`src/design/rpsc_pkg.sv`:
```
// Shared types, constants and lookup functions for the radar scan converter.
// Used by rpsc_front, rpsc_queue, rpsc_back and radar_polar_scan_convert_top.
`timescale 1ns / 1ps
`default_nettype none

package rpsc_pkg;

    // Input and output field widths
    localparam int AZ_W     = 9;
    localparam int GATE_W   = 10;
    localparam int REFL_W   = 16;
    localparam int PIX_W    = 13;
    localparam int CENTER_W = 11;
    localparam int GLEN_W   = 10;
    localparam int CFG_W    = 11;
    localparam int SIN_W    = 18;   // signed Q2.16, magnitude up to 65536
    localparam int RGBA_W   = 32;

    // Configuration register indexes
    localparam logic REG_CENTER   = 1'b0;
    localparam logic REG_GATE_LEN = 1'b1;

    localparam logic [CENTER_W-1:0] CENTER_RESET   = CENTER_W'(460);
    localparam logic [GLEN_W-1:0]   GATE_LEN_RESET = GLEN_W'(1000);

    localparam int MAX_GATES    = 1024;
    localparam int ANGLE_STEPS  = 360;
    localparam int QUARTER_DEG  = 90;
    localparam int QUEUE_DEPTH  = 2;

    // Projection: trunc((r_num*S + ROUND_BIAS) / (65536*1000))
    localparam int ROUND_BIAS   = 32768000;
    localparam int DIV_SHIFT    = 16;
    localparam int DIV_LO       = 1000;
    localparam int RECIP_LO     = 1048;   // floor(2^20 / 1000), never overshoots
    localparam int RECIP_SHIFT  = 20;

    typedef struct packed {
        logic signed [SIN_W-1:0] sin_x;
        logic signed [SIN_W-1:0] sin_y;
        logic [GATE_W-1:0]       gate;
        logic [RGBA_W-1:0]       rgba;
    } t_job;

    localparam logic [16:0] QUARTER_SINE [0:90] = '{
        17'd0,     17'd1144,  17'd2287,  17'd3430,  17'd4572,  17'd5712,  17'd6850,
        17'd7987,  17'd9121,  17'd10252, 17'd11380, 17'd12505, 17'd13626, 17'd14742,
        17'd15855, 17'd16962, 17'd18064, 17'd19161, 17'd20252, 17'd21336, 17'd22415,
        17'd23486, 17'd24550, 17'd25607, 17'd26656, 17'd27697, 17'd28729, 17'd29753,
        17'd30767, 17'd31772, 17'd32768, 17'd33754, 17'd34729, 17'd35693, 17'd36647,
        17'd37590, 17'd38521, 17'd39441, 17'd40348, 17'd41243, 17'd42126, 17'd42995,
        17'd43852, 17'd44695, 17'd45525, 17'd46341, 17'd47143, 17'd47930, 17'd48703,
        17'd49461, 17'd50203, 17'd50931, 17'd51643, 17'd52339, 17'd53020, 17'd53684,
        17'd54332, 17'd54963, 17'd55578, 17'd56175, 17'd56756, 17'd57319, 17'd57865,
        17'd58393, 17'd58903, 17'd59396, 17'd59870, 17'd60326, 17'd60764, 17'd61183,
        17'd61584, 17'd61966, 17'd62328, 17'd62672, 17'd62997, 17'd63303, 17'd63589,
        17'd63856, 17'd64104, 17'd64332, 17'd64540, 17'd64729, 17'd64898, 17'd65048,
        17'd65177, 17'd65287, 17'd65376, 17'd65446, 17'd65496, 17'd65526, 17'd65536
    };

    // Upper band edges in tenths of dBZ
    localparam logic signed [REFL_W-1:0] BAND_LIMIT [0:15] = '{
        -16'sd50, 16'sd0,   16'sd50,  16'sd100, 16'sd150, 16'sd200, 16'sd250, 16'sd300,
        16'sd350, 16'sd400, 16'sd450, 16'sd500, 16'sd550, 16'sd600, 16'sd650, 16'sd9000
    };

    // {red, green, blue, alpha}; entry zero is the transparent color
    localparam logic [RGBA_W-1:0] BAND_COLOR [0:15] = '{
        32'h00000000, 32'h00ACA4FF, 32'hC0C0FEFF, 32'h7072EEFF,
        32'h1E26D0FF, 32'hA6FCA8FF, 32'h00EA00FF, 32'h10921AFF,
        32'hFCF464FF, 32'hC8C802FF, 32'h8C8C00FF, 32'hFEACACFF,
        32'hFE645CFF, 32'hEE0230FF, 32'hD48EFEFF, 32'hAA24FAFF
    };

    // Angle must already be below ANGLE_STEPS
    function automatic logic signed [SIN_W-1:0] sine_q16(input logic [AZ_W-1:0] a);
        logic [6:0]  m;
        logic        mirror;
        logic        neg;
        logic [16:0] v;
        if (a >= AZ_W'(3 * QUARTER_DEG)) begin
            m = 7'(a - AZ_W'(3 * QUARTER_DEG));
            mirror = 1'b1;
            neg = 1'b1;
        end else if (a >= AZ_W'(2 * QUARTER_DEG)) begin
            m = 7'(a - AZ_W'(2 * QUARTER_DEG));
            mirror = 1'b0;
            neg = 1'b1;
        end else if (a >= AZ_W'(QUARTER_DEG)) begin
            m = 7'(a - AZ_W'(QUARTER_DEG));
            mirror = 1'b1;
            neg = 1'b0;
        end else begin
            m = 7'(a);
            mirror = 1'b0;
            neg = 1'b0;
        end
        v = mirror ? QUARTER_SINE[7'(QUARTER_DEG) - m] : QUARTER_SINE[m];
        return neg ? -$signed({1'b0, v}) : $signed({1'b0, v});
    endfunction

    // Out-of-range reflectivity on either side maps to the transparent color
    function automatic logic [RGBA_W-1:0] band_color(input logic signed [REFL_W-1:0] refl);
        logic [3:0] idx;
        idx = 4'd0;
        for (int k = 15; k >= 1; k--) begin
            if (refl < BAND_LIMIT[k]) begin
                idx = 4'(k);
            end
        end
        if (refl < BAND_LIMIT[0]) begin
            idx = 4'd0;
        end
        return BAND_COLOR[idx];
    endfunction

endpackage

`default_nettype wire

```
`src/design/rpsc_front.sv`:
```
// Front end: accepts samples, reduces the azimuth, looks up sine and cosine,
// saturates the gate and picks the palette color. Depends on rpsc_pkg.
`timescale 1ns / 1ps
`default_nettype none

module rpsc_front (
    input  wire logic                         i_clk,
    input  wire logic                         i_rst_n,
    input  wire logic                         i_valid,
    output logic                              o_ready,
    input  wire logic [rpsc_pkg::AZ_W-1:0]    i_azimuth_deg,
    input  wire logic [rpsc_pkg::GATE_W-1:0]  i_gate_index,
    input  wire logic signed [rpsc_pkg::REFL_W-1:0] i_reflectivity,
    output logic                              o_push,
    output rpsc_pkg::t_job                    o_job,
    input  wire logic                         i_full
);
    import rpsc_pkg::*;

    logic           r_valid;
    t_job           r_job;
    t_job           n_job;
    logic [AZ_W-1:0] az_red;
    logic [AZ_W:0]   cos_sum;
    logic [AZ_W-1:0] cos_idx;
    logic            accept;

    assign o_push  = r_valid && !i_full;
    assign o_ready = !r_valid || !i_full;
    assign accept  = i_valid && o_ready;
    assign o_job   = r_job;

    always_comb begin
        az_red = (i_azimuth_deg >= AZ_W'(ANGLE_STEPS)) ?
                 i_azimuth_deg - AZ_W'(ANGLE_STEPS) : i_azimuth_deg;
        cos_sum = {1'b0, az_red} + (AZ_W+1)'(QUARTER_DEG);
        if (cos_sum >= (AZ_W+1)'(ANGLE_STEPS)) begin
            cos_sum = cos_sum - (AZ_W+1)'(ANGLE_STEPS);
        end
        cos_idx = cos_sum[AZ_W-1:0];

        n_job.sin_x = sine_q16(az_red);
        n_job.sin_y = -sine_q16(cos_idx);
        if (32'(i_gate_index) >= MAX_GATES) begin
            n_job.gate = GATE_W'(MAX_GATES - 1);
        end else begin
            n_job.gate = i_gate_index;
        end
        n_job.rgba = band_color(i_reflectivity);
    end

    always_ff @(posedge i_clk) begin
        if (!i_rst_n) begin
            r_valid <= 1'b0;
        end else if (accept) begin
            r_valid <= 1'b1;
        end else if (o_push) begin
            r_valid <= 1'b0;
        end
    end

    // hold the classified item until the queue takes it
    always_ff @(posedge i_clk) begin
        if (accept) begin
            r_job <= n_job;
        end
    end

endmodule

`default_nettype wire

```
`src/design/rpsc_queue.sv`:
```
// Short FIFO of classified items between front and back end.
// Depends on rpsc_pkg for the item type.
`timescale 1ns / 1ps
`default_nettype none

module rpsc_queue #(
    parameter int DEPTH = rpsc_pkg::QUEUE_DEPTH
) (
    input  wire logic           i_clk,
    input  wire logic           i_rst_n,
    input  wire logic           i_push,
    input  wire rpsc_pkg::t_job i_item,
    output logic                o_full,
    output logic                o_valid,
    output rpsc_pkg::t_job      o_item,
    input  wire logic           i_pop
);
    import rpsc_pkg::*;

    localparam int PTR_W = (DEPTH > 1) ? $clog2(DEPTH) : 1;
    localparam int CNT_W = $clog2(DEPTH + 1);

    t_job             r_mem [0:DEPTH-1];
    logic [PTR_W-1:0] r_wr;
    logic [PTR_W-1:0] r_rd;
    logic [CNT_W-1:0] r_count;
    logic             do_push;
    logic             do_pop;

    assign o_full  = (r_count == CNT_W'(DEPTH));
    assign o_valid = (r_count != '0);
    assign o_item  = r_mem[r_rd];
    assign do_push = i_push && !o_full;
    assign do_pop  = i_pop && o_valid;

    always_ff @(posedge i_clk) begin
        if (!i_rst_n) begin
            r_wr    <= '0;
            r_rd    <= '0;
            r_count <= '0;
        end else begin
            if (do_push) begin
                r_wr <= (r_wr == PTR_W'(DEPTH - 1)) ? '0 : r_wr + 1'b1;
            end
            if (do_pop) begin
                r_rd <= (r_rd == PTR_W'(DEPTH - 1)) ? '0 : r_rd + 1'b1;
            end
            if (do_push && !do_pop) begin
                r_count <= r_count + 1'b1;
            end else if (do_pop && !do_push) begin
                r_count <= r_count - 1'b1;
            end
        end
    end

    always_ff @(posedge i_clk) begin
        if (do_push) begin
            r_mem[r_wr] <= i_item;
        end
    end

endmodule

`default_nettype wire

```
`src/design/rpsc_back.sv`:
```
// Back end: seven-stage projection pipeline (range multiply, sine multiply,
// rounding, divide by 65536000 by reciprocal, centering). Depends on rpsc_pkg.
`timescale 1ns / 1ps
`default_nettype none

module rpsc_back (
    input  wire logic                          i_clk,
    input  wire logic                          i_rst_n,
    input  wire logic                          i_job_valid,
    input  wire rpsc_pkg::t_job                i_job,
    output logic                               o_pop,
    input  wire logic [rpsc_pkg::CENTER_W-1:0] i_center,
    input  wire logic [rpsc_pkg::GLEN_W-1:0]   i_gate_len,
    output logic                               o_valid,
    input  wire logic                          i_ready,
    output logic signed [rpsc_pkg::PIX_W-1:0]  o_pixel_x,
    output logic signed [rpsc_pkg::PIX_W-1:0]  o_pixel_y,
    output logic [rpsc_pkg::RGBA_W-1:0]        o_rgba,
    output logic                               o_in_image
);
    import rpsc_pkg::*;

    localparam int RNUM_W = GLEN_W + GATE_W;          // 20
    localparam int PROD_W = RNUM_W + 1 + SIN_W;       // 39
    localparam int M16_W  = PROD_W - 1 - DIV_SHIFT;   // 22
    localparam int RP_W   = M16_W + 11;               // 33
    localparam int Q_W    = 12;
    localparam int NST    = 7;

    logic [NST:1]                   r_v;
    logic                           en;
    logic [RGBA_W-1:0]              r_col  [1:NST];
    logic [RNUM_W-1:0]              r_rnum;
    logic signed [SIN_W-1:0]        r_sin  [0:1];
    logic signed [PROD_W-1:0]       r_prod [0:1];
    logic                           r_neg3 [0:1];
    logic [M16_W-1:0]               r_m16_3 [0:1];
    logic                           r_neg4 [0:1];
    logic [M16_W-1:0]               r_m16_4 [0:1];
    logic [Q_W-1:0]                 r_q0_4 [0:1];
    logic                           r_neg5 [0:1];
    logic [M16_W-1:0]               r_m16_5 [0:1];
    logic [Q_W-1:0]                 r_q0_5 [0:1];
    logic [M16_W-1:0]               r_q0x_5 [0:1];
    logic signed [PIX_W-1:0]        r_sq6  [0:1];
    logic signed [PIX_W-1:0]        r_pix  [0:1];
    logic                           r_in_img;

    logic signed [PROD_W-1:0]       n_t    [0:1];
    logic [PROD_W-1:0]              n_mag  [0:1];
    logic [RP_W-1:0]                n_rp   [0:1];
    logic [M16_W-1:0]               n_rem  [0:1];
    logic [Q_W-1:0]                 n_q    [0:1];
    logic signed [PIX_W-1:0]        n_pix  [0:1];
    logic signed [PIX_W+1:0]        side;
    logic                           n_inside [0:1];

    // advance the whole pipe unless the output holds an untaken item
    assign en    = !r_v[NST] || i_ready;
    assign o_pop = en && i_job_valid;

    assign o_valid    = r_v[NST];
    assign o_pixel_x  = r_pix[0];
    assign o_pixel_y  = r_pix[1];
    assign o_rgba     = r_col[NST];
    assign o_in_image = r_in_img;

    assign side = $signed({3'b000, i_center, 1'b0});

    always_comb begin
        for (int l = 0; l < 2; l++) begin
            n_t[l]   = r_prod[l] + PROD_W'(ROUND_BIAS);
            n_mag[l] = n_t[l][PROD_W-1] ? PROD_W'(-n_t[l]) : PROD_W'(n_t[l]);
            n_rp[l]  = RP_W'(r_m16_3[l]) * RP_W'(RECIP_LO);
            n_rem[l] = r_m16_5[l] - r_q0x_5[l];
            n_q[l]   = (n_rem[l] >= M16_W'(DIV_LO)) ? r_q0_5[l] + 1'b1 : r_q0_5[l];
            n_pix[l] = r_sq6[l] + $signed({2'b00, i_center});
            n_inside[l] = !n_pix[l][PIX_W-1] &&
                          ($signed({{2{n_pix[l][PIX_W-1]}}, n_pix[l]}) < side);
        end
    end

    always_ff @(posedge i_clk) begin
        if (!i_rst_n) begin
            r_v <= '0;
        end else if (en) begin
            r_v <= {r_v[NST-1:1], o_pop};
        end
    end

    always_ff @(posedge i_clk) begin
        if (en) begin
            // range numerator in metres
            r_rnum   <= RNUM_W'(i_gate_len) * RNUM_W'(i_job.gate);
            r_sin[0] <= i_job.sin_x;
            r_sin[1] <= i_job.sin_y;
            r_col[1] <= i_job.rgba;
            for (int s = 2; s <= NST; s++) begin
                r_col[s] <= r_col[s-1];
            end
            for (int l = 0; l < 2; l++) begin
                r_prod[l]  <= PROD_W'($signed({1'b0, r_rnum})) * PROD_W'(r_sin[l]);
                // magnitude then floor by 65536, sign restored after the divide
                r_neg3[l]  <= n_t[l][PROD_W-1];
                r_m16_3[l] <= n_mag[l][PROD_W-2:DIV_SHIFT];
                r_neg4[l]  <= r_neg3[l];
                r_m16_4[l] <= r_m16_3[l];
                r_q0_4[l]  <= n_rp[l][RECIP_SHIFT+Q_W-1:RECIP_SHIFT];
                r_neg5[l]  <= r_neg4[l];
                r_m16_5[l] <= r_m16_4[l];
                r_q0_5[l]  <= r_q0_4[l];
                r_q0x_5[l] <= M16_W'(r_q0_4[l]) * M16_W'(DIV_LO);
                // correct the reciprocal estimate by one, then apply the sign
                r_sq6[l]   <= r_neg5[l] ? -$signed(PIX_W'(n_q[l])) : $signed(PIX_W'(n_q[l]));
                r_pix[l]   <= n_pix[l];
            end
            r_in_img <= n_inside[0] && n_inside[1];
        end
    end

endmodule

`default_nettype wire

```
`src/design/radar_polar_scan_convert_top.sv`:
```
// Radar PPI scan converter: one sample in, one pixel with RGBA color out.
// Throughput: one item per cycle when the pixel side is ready. An accepted sample passes
// through the front register, the queue and seven back-end stages to the output.
// Reset (synchronous, active low) empties front, queue and pipe and loads
// center_offset = 460 and gate_length_m = 1000. Depends on rpsc_pkg and submodules.
`timescale 1ns / 1ps
`default_nettype none

module radar_polar_scan_convert_top #(
    parameter int QUEUE_DEPTH = rpsc_pkg::QUEUE_DEPTH
) (
    input  wire logic                               i_clk,
    input  wire logic                               i_rst_n,
    // configuration write port
    input  wire logic                               i_cfg_we,
    input  wire logic                               i_cfg_index,
    input  wire logic [rpsc_pkg::CFG_W-1:0]         i_cfg_data,
    // sample channel
    input  wire logic                               i_valid,
    output logic                                    o_ready,
    input  wire logic [rpsc_pkg::AZ_W-1:0]          i_azimuth_deg,
    input  wire logic [rpsc_pkg::GATE_W-1:0]        i_gate_index,
    input  wire logic signed [rpsc_pkg::REFL_W-1:0] i_reflectivity,
    // pixel channel
    output logic                                    o_valid,
    input  wire logic                               i_ready,
    output logic signed [rpsc_pkg::PIX_W-1:0]       o_pixel_x,
    output logic signed [rpsc_pkg::PIX_W-1:0]       o_pixel_y,
    output logic [7:0]                              o_red,
    output logic [7:0]                              o_green,
    output logic [7:0]                              o_blue,
    output logic [7:0]                              o_alpha,
    output logic                                    o_in_image
);
    import rpsc_pkg::*;

    logic [CENTER_W-1:0] r_center;
    logic [GLEN_W-1:0]   r_gate_len;

    logic        front_push;
    t_job        front_job;
    logic        queue_full;
    logic        queue_valid;
    t_job        queue_job;
    logic        back_pop;
    logic [RGBA_W-1:0] rgba;

    // config registers: the user must write them only while the block is idle; the block does not enforce this
    always_ff @(posedge i_clk) begin
        if (!i_rst_n) begin
            r_center   <= CENTER_RESET;
            r_gate_len <= GATE_LEN_RESET;
        end else if (i_cfg_we) begin
            case (i_cfg_index)
                REG_CENTER:   r_center   <= i_cfg_data[CENTER_W-1:0];
                REG_GATE_LEN: r_gate_len <= i_cfg_data[GLEN_W-1:0];
                default:      r_center   <= r_center;
            endcase
        end
    end

    // classify: reduce angle, table lookups, palette band
    rpsc_front u_front (
        .i_clk          (i_clk),
        .i_rst_n        (i_rst_n),
        .i_valid        (i_valid),
        .o_ready        (o_ready),
        .i_azimuth_deg  (i_azimuth_deg),
        .i_gate_index   (i_gate_index),
        .i_reflectivity (i_reflectivity),
        .o_push         (front_push),
        .o_job          (front_job),
        .i_full         (queue_full)
    );

    // decouple front from back so each can stall on its own
    rpsc_queue #(
        .DEPTH (QUEUE_DEPTH)
    ) u_queue (
        .i_clk   (i_clk),
        .i_rst_n (i_rst_n),
        .i_push  (front_push),
        .i_item  (front_job),
        .o_full  (queue_full),
        .o_valid (queue_valid),
        .o_item  (queue_job),
        .i_pop   (back_pop)
    );

    // project to pixel coordinates; last stage is the output register
    rpsc_back u_back (
        .i_clk       (i_clk),
        .i_rst_n     (i_rst_n),
        .i_job_valid (queue_valid),
        .i_job       (queue_job),
        .o_pop       (back_pop),
        .i_center    (r_center),
        .i_gate_len  (r_gate_len),
        .o_valid     (o_valid),
        .i_ready     (i_ready),
        .o_pixel_x   (o_pixel_x),
        .o_pixel_y   (o_pixel_y),
        .o_rgba      (rgba),
        .o_in_image  (o_in_image)
    );

    assign o_red   = rgba[31:24];
    assign o_green = rgba[23:16];
    assign o_blue  = rgba[15:8];
    assign o_alpha = rgba[7:0];

endmodule

`default_nettype wire

```
`config.mk`:
```
export PLATFORM = sky130hd
export DESIGN_NAME = radar_polar_scan_convert_top
export DESIGN_NICKNAME = d
export VERILOG_FILES = /design/src/design/rpsc_pkg.sv /design/src/design/rpsc_front.sv /design/src/design/rpsc_queue.sv /design/src/design/rpsc_back.sv /design/src/design/radar_polar_scan_convert_top.sv
export SDC_FILE = /design/constraint.sdc
export NUM_CORES = 2
export LEC_CHECK = 0
export BUFFER_PORTS_ARGS = -buffer_cell sky130_fd_sc_hd__buf_2
export CORE_AREA = 2 2 362 364
export DETAILED_ROUTE_END_ITERATION = 6
export DIE_AREA = 0 0 364 366
export GPL_ROUTABILITY_DRIVEN = 0
export PLACE_DENSITY = 0.85
export SLEW_MARGIN = 10
export SYNTH_ARGS = -nofsm -noshare
export SYNTH_HDL_FRONTEND = slang
export SYNTH_SLANG_ARGS = --single-unit
```
`constraint.sdc`:
```
create_clock -name i_clk -period 27.6 [get_ports i_clk]
set_clock_uncertainty 0.05 [all_clocks]
set_input_delay 8.28 -clock i_clk [delete_from_list [all_inputs] [get_ports i_clk]]
set_output_delay 8.28 -clock i_clk [all_outputs]
set_load 0.02 [all_outputs]
```
==> flow_summary_export.csv <==
group,metric,value,unit
status,status,"finished, violations left",
status,violations,"DRC",
die,die_w,364,microns
clock_tree,numCtsBuffers,80,
finish,final_nets,9109,
detailed_routing,drt_iter0_drc,6967,
timing,rsz0062_at_grt,"false",
synthesis,syn_avg_cell_area,9.95,sq um
synthesis,yosys.area.top_type,"edfxtp_1",
detailed_routing,drc,138,
placement,io_buffers,108,
timing,worstMarginPinSlew,1.24,ns
detailed_routing,wirelength,192000,microns
synthesis,syn_inst,7768,
hold_path,holdCritStartpoint,"u_back.r_m16_4[0][13]",
global_routing,grt_first_pass_wirelength,312000,microns
critical_path,critPathSlowestCell,"nor3_1",
global_routing,grt_max_degree,192,
clock_tree,cts_sinks,787,
die,ios,113,
timing,setup_slack,7.92,ns
clock_tree,cts_tree,"yes",
detailed_routing,top_layer,"met4",
critical_path,r2r_cells,36,
run,drv_cap,0,
critical_path,crit_path_start_kind,"primary input",
hold_path,min_to,"u_back.r_m16_5[0][13]",
timing,slew_viol_final,0,
critical_path,cp_max_fo,47,
synthesis,yosysWarnings,0,
clock_tree,clkTransAtPathRegs,0.06,ns
die,die-area,133000,sq um
critical_path,criticalPathCategory,"primary input to flop",
detailed_routing,wl_met3,18500,microns
finish,final_util,0.632,
timing,period_needed,19.68,ns
critical_path,worstPathArrival,20.05,ns
finish,layout_commonest_cell,"inv_1",
clock_tree,cts_buffer_depth,3,
clock_tree,cts_setup_buffers,0,
detailed_routing,dr_total_vias,58900,
synthesis,synth_edf_count,753,
finish,final_cell_mix,"1137 x inv_1, 869 x nand2_1, 753 x edfxtp_1",
timing,fmax,50.8,MHz
synthesis,synth-seq-cells,787,
detailed_routing,dr_wl_met2,93300,microns
timing,finalCritPeriodShare,0.713,
clock_tree,cts_resized,0,
finish,drive_gt1_frac,0.0676,
critical_path,reg2reg_slack,18.30,ns
synthesis,synth_top_flop_cell,"edfxtp_1",
timing,slew_headroom,0.172,
finish,instances_no_fill,9420,
clock_tree,ctsHoldBuffers,0,
clock_tree,ctsRootBufferMaster,"clkbuf_16",
critical_path,cp.required,27.97,ns
timing,setup_viol,0,
global_routing,grt_use_total,0.289,
die,die_height,366,microns
critical_path,cp-end-kind,"flop",
clock_tree,insertion_delay,0.69,ns
critical_path,critPathMaxStageDelay,0.91,ns
global_routing,grt_overflow,0,
hold_path,min_path_cells,0,
synthesis,synth.distinct_cells,125,
die,core,129000,sq um
placement,hpwlAfterDp,132000,microns
critical_path,worstReg2RegEnd,"u_back.r_prod[0][76]",
synthesis,yosysSeqAreaShare,0.301,
detailed_routing,final_antenna_net_count,0,
die,num_rows,132,
timing,finalHoldViolations,0,
synthesis,ys_top_cells_by_area,"edfxtp_1 29%, fa_1 19%, ha_1 11%",
global_routing,antenna_found_initial,5,
detailed_routing,wl_met1,69800,microns
timing,fin_tns_setup,0,ns
global_routing,grt_pass1_vias,60200,
detailed_routing,wire_per_inst,20.4,microns
placement,dp_cells,9271,
synthesis,syn_area,77300,sq um
synthesis,yosysTopAreaCellShare,0.293,
clock_tree,htreeDepth,3,
finish,area_growth,5.53,%
critical_path,r2r_start,"u_back.r_sin[0][19]",
synthesis,async_flop_share,0,
detailed_routing,drt_first_pass_iters,7,
hold_path,hold_class,"flop to flop",
placement,preCtsSetupSlack,7.90,ns
die,start_util,0.599,
detailed_routing,via_per_inst,6.26,
cell usage after synthesis, types with 21 or more instances:
| master | instances |
|---|---|
| nor2b_1 | 68 |
| o22ai_1 | 25 |
| nand2b_1 | 68 |
| xnor2_1 | 250 |
| nand2_1 | 869 |
| nand3_1 | 118 |
| and2_1 | 295 |
| a21o_1 | 56 |
| xor2_1 | 97 |
| mux2i_1 | 35 |
| a311oi_1 | 26 |
| a21boi_0 | 54 |
| a221oi_1 | 24 |
| o21ai_0 | 251 |
| a21oi_1 | 334 |
| o21bai_1 | 41 |
| buf_4 | 40 |
| fa_1 | 749 |
| or3_1 | 27 |
| dfxtp_1 | 34 |
| and3_1 | 32 |
| a211oi_1 | 61 |
| nand4_1 | 27 |
| nor4_1 | 26 |
| a211o_1 | 21 |
| o21a_1 | 32 |
| clkbuf_1 | 332 |
| inv_1 | 1138 |
| o211ai_1 | 82 |
| o311ai_0 | 30 |
| buf_2 | 33 |
| mux2_2 | 71 |
| nor3_1 | 104 |
| edfxtp_1 | 753 |
| buf_1 | 24 |
| ha_1 | 696 |
| a31oi_1 | 71 |
| nor2_1 | 376 |
through the flow:
step / hold slack [ns] / area [sq um]
after floorplan: 0.350 / 77300
after global placement: 0.351 / 78900
after detailed placement: 0.355 / 78900
after CTS: 0.334 / 81600
after global routing: 0.358 / 81600
final: 0.336 / 81600
worst max path at each step:
stage | endpoint | cells past startpoint | from
2_1_floorplan | u_queue.r_count[1] | 8 | i_ready
3_3_place_gp | u_front.o_job[53] | 41 | i_azimuth_deg[1]
3_5_place_dp | u_front.o_job[53] | 41 | i_azimuth_deg[1]
4_1_cts | u_front.o_job[53] | 41 | i_azimuth_deg[1]
5_1_grt | u_front.o_job[56] | 40 | i_azimuth_deg[1]
6_report | u_front.o_job[53] | 41 | i_azimuth_deg[1]
layer usage:
| metal | up-vias | global-route usage |
|---|---|---|
| met2 | 3659 | 0.488 |
| met3 | 976 | 0.0506 |
| met5 | - | 0 |
| met4 | 0 | 0.137 |
| met1 | 28400 | 0.361 |
| li1 | 25900 | - |
logic make-up (layout without fill, tap and decap cells):
family / count (synthesis) / in the layout / synth area share
mux: 122 / 122 / 0.0196
compound gates: 1373 / 1373 / 0.122
flops: 787 / 787 / 0.301
simple gates: 2102 / 2102 / 0.129
buf+inv: 1587 / 1492 / 0.0808
other cells: 1 / 6 / 0.0000485
fa+ha+maj: 1446 / 1446 / 0.307
xor+xnor: 350 / 350 / 0.0402
layout make-up:
| type | count | area, sq um |
|---|---|---|
| Inverter | 1145 | 4310 |
| Timing Repair Buffer | 202 | 1260 |
| Multi-Input combinational cell | 5396 | 47900 |
| Antenna cell | 3 | 7.51 |
| Clock buffer | 97 | 2070 |
| Clock inverter | 48 | 564 |
| Fill cell | 9222 | 47400 |
| Sequential cell | 787 | 23300 |
| Tap cell | 1742 | 2180 |
critical path, delay by kind of cell:
family                   cells  cell delay, ns
AO/OA/AOI/OAI               13            3.98
XOR/XNOR                     3            0.64
adder cells (fa/ha/maj)      4            0.82
buffers and inverters        9            1.73
AND/OR/NAND/NOR             12            4.54
registers in the layout (all words and copies together) (netlist names), 7 cells and up, named ones only:
register	cells
u_back.r_q0x_5	38
r_center	11
u_back.r_prod	78
u_back.r_m16_3	44
u_queue.r_mem	136
u_back.r_rnum	20
u_back.r_v	7
u_back.r_col	154
r_gate_len	10
u_back.r_sq6	26
u_back.r_pix	26
u_back.r_m16_5	38
u_back.r_m16_4	38
u_back.r_q0_5	20
u_front.o_job	68
u_back.r_sin	36
u_back.r_q0_4	24
Power is not shown: default switching activity piles up to over one toggle a cycle in this logic, so the estimate is an artifact.
